--- src/hw/rtl/earliest_free_worker_dispatch_top_defines.svh ---
// Assertion macros shared by the dispatch block.
`ifndef EARLIEST_FREE_WORKER_DISPATCH_TOP_DEFINES_SVH
`define EARLIEST_FREE_WORKER_DISPATCH_TOP_DEFINES_SVH

`define EFWD_ASSERT_NOW(lbl, ante, cons, msg) \
  lbl: assert property (@(posedge clk_i) disable iff (!rst_ni) (ante) |-> (cons)) \
    else $error(msg);

`define EFWD_ASSERT_NEXT(lbl, ante, cons, msg) \
  lbl: assert property (@(posedge clk_i) disable iff (!rst_ni) (ante) |=> (cons)) \
    else $error(msg);

`endif

--- src/hw/rtl/efwd_pkg.sv ---
// Types and constants of the earliest-free worker dispatch block.
package efwd_pkg;

  localparam int DUR_W     = 32;
  localparam int TIME_W    = 48;
  localparam int OUT_IDX_W = 4;
  localparam int CNT_W     = 5;
  localparam int APB_AW    = 3;
  localparam int APB_DW    = 32;

  localparam logic [CNT_W-1:0] CNT_RESET = CNT_W'(16);

  localparam logic [0:0] REG_WORKER_COUNT = 1'b0;

  typedef logic [DUR_W-1:0]     dur_t;
  typedef logic [TIME_W-1:0]    time_t;
  typedef logic [OUT_IDX_W-1:0] out_idx_t;

  typedef struct packed {
    logic clearing;
    logic busy;
  } sts_t;

endpackage

--- src/hw/rtl/efwd_cfg.sv ---
// Configuration register file holding the worker count.
module efwd_cfg import efwd_pkg::*; #(
  parameter int MAX_WORKERS = 16,
  parameter int IDX_W       = 4
) (
  input  logic                  clk_i,
  input  logic                  rst_ni,
  input  logic                  psel,
  input  logic                  penable,
  input  logic                  pwrite,
  input  logic [APB_AW-1:0]     paddr,
  input  logic [APB_DW-1:0]     pwdata,
  output logic [APB_DW-1:0]     prdata,
  output logic                  pready,
  output logic [IDX_W-1:0]      active_last_o
);

  localparam int NW = ($clog2(MAX_WORKERS + 1) > CNT_W) ? $clog2(MAX_WORKERS + 1) : CNT_W;

  logic [CNT_W-1:0] cnt_q, cnt_d;
  logic [NW-1:0]    cnt_ext;
  logic             wr_en;

  assign pready = 1'b1;
  assign wr_en  = psel && penable && pwrite && (paddr[APB_AW-1] == REG_WORKER_COUNT);

  always_comb begin
    cnt_d = cnt_q;
    if (wr_en) begin
      cnt_d = pwdata[CNT_W-1:0];
    end
  end

  always_ff @(posedge clk_i or negedge rst_ni) begin
    if (!rst_ni) begin
      cnt_q <= CNT_RESET;
    end else begin
      cnt_q <= cnt_d;
    end
  end

  always_comb begin
    prdata = '0;
    if (paddr[APB_AW-1] == REG_WORKER_COUNT) begin
      prdata = APB_DW'(cnt_q);
    end
  end

  assign cnt_ext = NW'(cnt_q);

  always_comb begin
    if (cnt_ext == '0) begin
      active_last_o = '0;
    end else if (cnt_ext > NW'(MAX_WORKERS)) begin
      active_last_o = IDX_W'(MAX_WORKERS - 1);
    end else begin
      active_last_o = IDX_W'(cnt_ext - NW'(1));
    end
  end

endmodule

--- config.mk ---
export PLATFORM = sky130hd
export DESIGN_NAME = efwd_cfg
export DESIGN_NICKNAME = d
export VERILOG_FILES = /design/src/hw/rtl/earliest_free_worker_dispatch_top_defines.svh /design/src/hw/rtl/efwd_pkg.sv /design/src/hw/rtl/efwd_cfg.sv
export SDC_FILE = /design/constraint.sdc
export NUM_CORES = 1
export LEC_CHECK = 0
export ABC_AREA = 0
export BUFFER_PORTS_ARGS = -buffer_cell sky130_fd_sc_hd__buf_4
export CAP_MARGIN = 10
export CORE_ASPECT_RATIO = 1.2
export CORE_MARGIN = 1.5
export CORE_UTILIZATION = 28
export CTS_CLUSTER_DIAMETER = 150
export DETAILED_ROUTE_END_ITERATION = 7
export GPL_ROUTABILITY_DRIVEN = 1
export PLACE_DENSITY = 0.72
export SLEW_MARGIN = 20
export SYNTH_ARGS = -nofsm -noshare
export SYNTH_HDL_FRONTEND = slang
export SYNTH_SLANG_ARGS = --single-unit
--- constraint.sdc ---
create_clock -name clk_i -period 1.05 [get_ports clk_i]
set_input_delay 0 -clock clk_i [delete_from_list [all_inputs] [get_ports clk_i]]
set_output_delay 0 -clock clk_i [all_outputs]
set_load 0.005 [all_outputs]
==> results.sh <==
export IMPL_synth_cells=65
export IMPL_diodes=0
export IMPL_dieArea_mm2=0.002347
export IMPL_avgSynthCellArea_um2=8.893
export IMPL_path_cells="inv_2 > ha_4 > nand2b_4 > nand2b_4 > maj3_2 > buf_6"
export IMPL_post_route_min_period_ps=1475
export IMPL_status="finished, violations left"
export IMPL_vias_per_cell=3.967
export IMPL_whs_ps=103.3
export IMPL_ant_nets=0
export IMPL_area_growth_pct=46.75
export IMPL_leakagePower_nw=0.4576
export IMPL_endpoint_kind="primary output"
export IMPL_clockBufferDepth=2
export IMPL_violations="design-rule violations, negative setup slack"
export IMPL_rows=17
export IMPL_nFillCells=173
export IMPL_fin_util_pct=44.81
export IMPL_drt_pass1_iter_count=6
export IMPL_wire_per_inst_um=10.10
export IMPL_cts_sinks=5
export IMPL_critPathMaxStageDelay_ps=380
export IMPL_placed_cell_area_um2=685.7
export IMPL_cp_required_ps=1050
export IMPL_netlist_area_um2=578.1
export IMPL_finalInstanceArea_um2=848.3
export IMPL_place_gp_congestion=0.6708
export IMPL_grt_max_degree=8
export IMPL_cts_tree="done"
export IMPL_port_buffers=19
export IMPL_first_global_vias=463
export IMPL_cts_htree_levels=1
export IMPL_r2r_setup_slack_ps=40
export IMPL_grt_ovfl_total=0
export IMPL_crit_type="register to primary output"
export IMPL_cp_max_fo=3
export IMPL_total_power_mw=1.226
export IMPL_cap_violations=0
export IMPL_ys_ff_latch=5
export IMPL_root_buffer="clkbuf_4"
export IMPL_slew_viol_final=0
export IMPL_irDropWorstVdd_uv=897.3
export IMPL_p_per_area_mw_per_mm2=1445
export IMPL_critPathLaunchType="register"
export IMPL_vias=476
export IMPL_die_x_um=44.48
export IMPL_grt_setup_unrepaired="yes"
export IMPL_hold_violations=0
export IMPL_start_util_pct=30.54
export IMPL_fp_coreArea_mm2=0.001893
export IMPL_holdCritPathClass="input pin to asynchronous set/reset pin"
export IMPL_largest_register_ffs=5
export IMPL_fmaxAchievable_mhz=678.2
export IMPL_worstRegToRegCells=3
export IMPL_setup_tns_ps=-1732
export IMPL_reg2reg_from="cnt_ext[1]"
export IMPL_yosysUniqueCellTypes=18
export IMPL_insertion_delay_ps=230
export IMPL_drc=12
export IMPL_synth_top_area_share_pct=36.36
export IMPL_antenna_found_initial=0
export IMPL_yosys_area_top_type="buf_4"
export IMPL_wirelength_mm=1.212
export IMPL_cp_arrival_ps=1470
export IMPL_clkTransAtPathRegs_ps=40
export IMPL_setup_ws_ps=-424.6
export IMPL_die_h_um=52.77
export IMPL_cp_common_cell="nand2b_4"
export IMPL_drtIter0Drc=14
export IMPL_synth_top_cells_by_area="buf_4, dfrtp_1, mux2_2, nand2b_4, dfstp_2"
export IMPL_crit_slowest_cell="dfrtp_1"
export IMPL_grt_pass1_wl_mm=1.794
export IMPL_timing_final_crit_share_pct=140.4
export IMPL_track_usage_pct=10.34
export IMPL_rr_endpoint="cnt_ext[1]"
export IMPL_drive_gt1_share_pct=49.50
export IMPL_seq_area_frac_synth_pct=21.86
export IMPL_nNetsFinal=143
export IMPL_yosysWarnings=0
export IMPL_finClkSkew_ps=0
export IMPL_finalSetupViolCount=5
export IMPL_io_pins=77
export IMPL_place_hpwl_um=871
export IMPL_cts_buffers=3
## per-stage QoR
stage	instances	setup WS (ps)
after detailed placement	106	-179.7
final	120	-424.6
after global placement	106	-147.0
after global routing	120	-488.6
after floorplan	91	-48.90
after CTS	119	-422.7
## layout make-up
class | instances | area (um2) | area share, %
timing repair buffer | 35 | 300.3 | 35.40
multi-input combinational | 52 | 352.8 | 41.59
clock buffer | 4 | 26.28 | 3.097
inverter | 5 | 18.77 | 2.212
tap | 19 | 23.77 | 2.802
sequential | 5 | 126.4 | 14.90
## layout by cell type (no fill, tap or decap)
cell type | netlist | routed
nor3_1 | 2 | 2
o21ai_0 | 1 | 1
nor4b_2 | 0 | 1
maj3_2 | 2 | 2
dlygate4sd3_1 | 0 | 6
inv_1 | 5 | 3
conb_1 | 2 | 28
a221oi_1 | 1 | 1
dfstp_2 | 1 | 1
nor2_1 | 5 | 4
mux2_2 | 5 | 5
buf_4 | 28 | 23
a21oi_1 | 1 | 1
nand2b_4 | 2 | 2
inv_2 | 0 | 2
nand4b_4 | 1 | 1
nor2_2 | 0 | 1
clkbuf_4 | 0 | 3
buf_6 | 0 | 6
nor2b_4 | 0 | 2
clkbuf_1 | 1 | 1
ha_4 | 0 | 1
dfrtp_1 | 4 | 4
## Yosys cell counts
library cell  number
a21oi_1            1
a221oi_1           1
buf_4             28
clkbuf_1           1
conb_1             2
dfrtp_1            4
dfstp_2            1
ha_1               1
inv_1              5
maj3_2             2
mux2_2             5
nand2b_4           2
nand4b_4           1
nor2_1             5
nor2b_1            2
nor3_1             2
nor4b_1            1
o21ai_0            1
## per-layer routing
layer	part of all wire (%)	global-route usage, %
met1	31	8.454
met2	61	21.50
met3	7.3	1.724
met5	0	0
met4	1.2	6.061
## kinds of logic (layout without fill, tap and decap cells)
kind of cell | count (synthesis) | after routing | synth area share, %
AOI/OAI and AO/OA | 3 | 3 | 3.245
buffers and inverters | 34 | 44 | 40.26
adders and majority gates | 3 | 3 | 6.060
and+or+nand+nor | 13 | 13 | 17.53
DFF | 5 | 5 | 21.86
other | 2 | 28 | 1.299
muxes | 5 | 5 | 9.740
## how the worst max path moves through the flow
stage / from / to / slack (ps) / cells past startpoint
after floorplan: cnt_ext[0] / active_last_o[0] / -50 / 5
after global placement: cnt_ext[0] / active_last_o[0] / -150 / 6
after detailed placement: cnt_ext[0] / active_last_o[0] / -180 / 6
after CTS: cnt_ext[1] / active_last_o[0] / -420 / 6
after global routing: cnt_ext[0] / active_last_o[3] / -490 / 7
final: cnt_ext[1] / active_last_o[0] / -420 / 6
## where the power goes
part	internal [mW]	total (mW)	switching [mW]	leakage [nW]
registers	0.244	0.289	0.0458	0.0585
logic	0.439	0.721	0.282	0.384
clock network	0.143	0.215	0.0719	0.0150
## critical path, delay by kind of cell, from the launching register on
family	cells	cell delay (ps)
flops	1	380
buf+inv	2	200
simple gates	2	190
fa+ha+maj	2	460
## repair_timing
action | CTS | global route
endpoints found under the setup margin | 5 | 7
hold endpoints to repair | 10 | 0
setup buffers | 3 | 2
resized for setup | 3 | 8
hold buffers | 6 | 0
pin swaps | 0 | 1
Note: power is estimated with default switching activity, not from simulation.
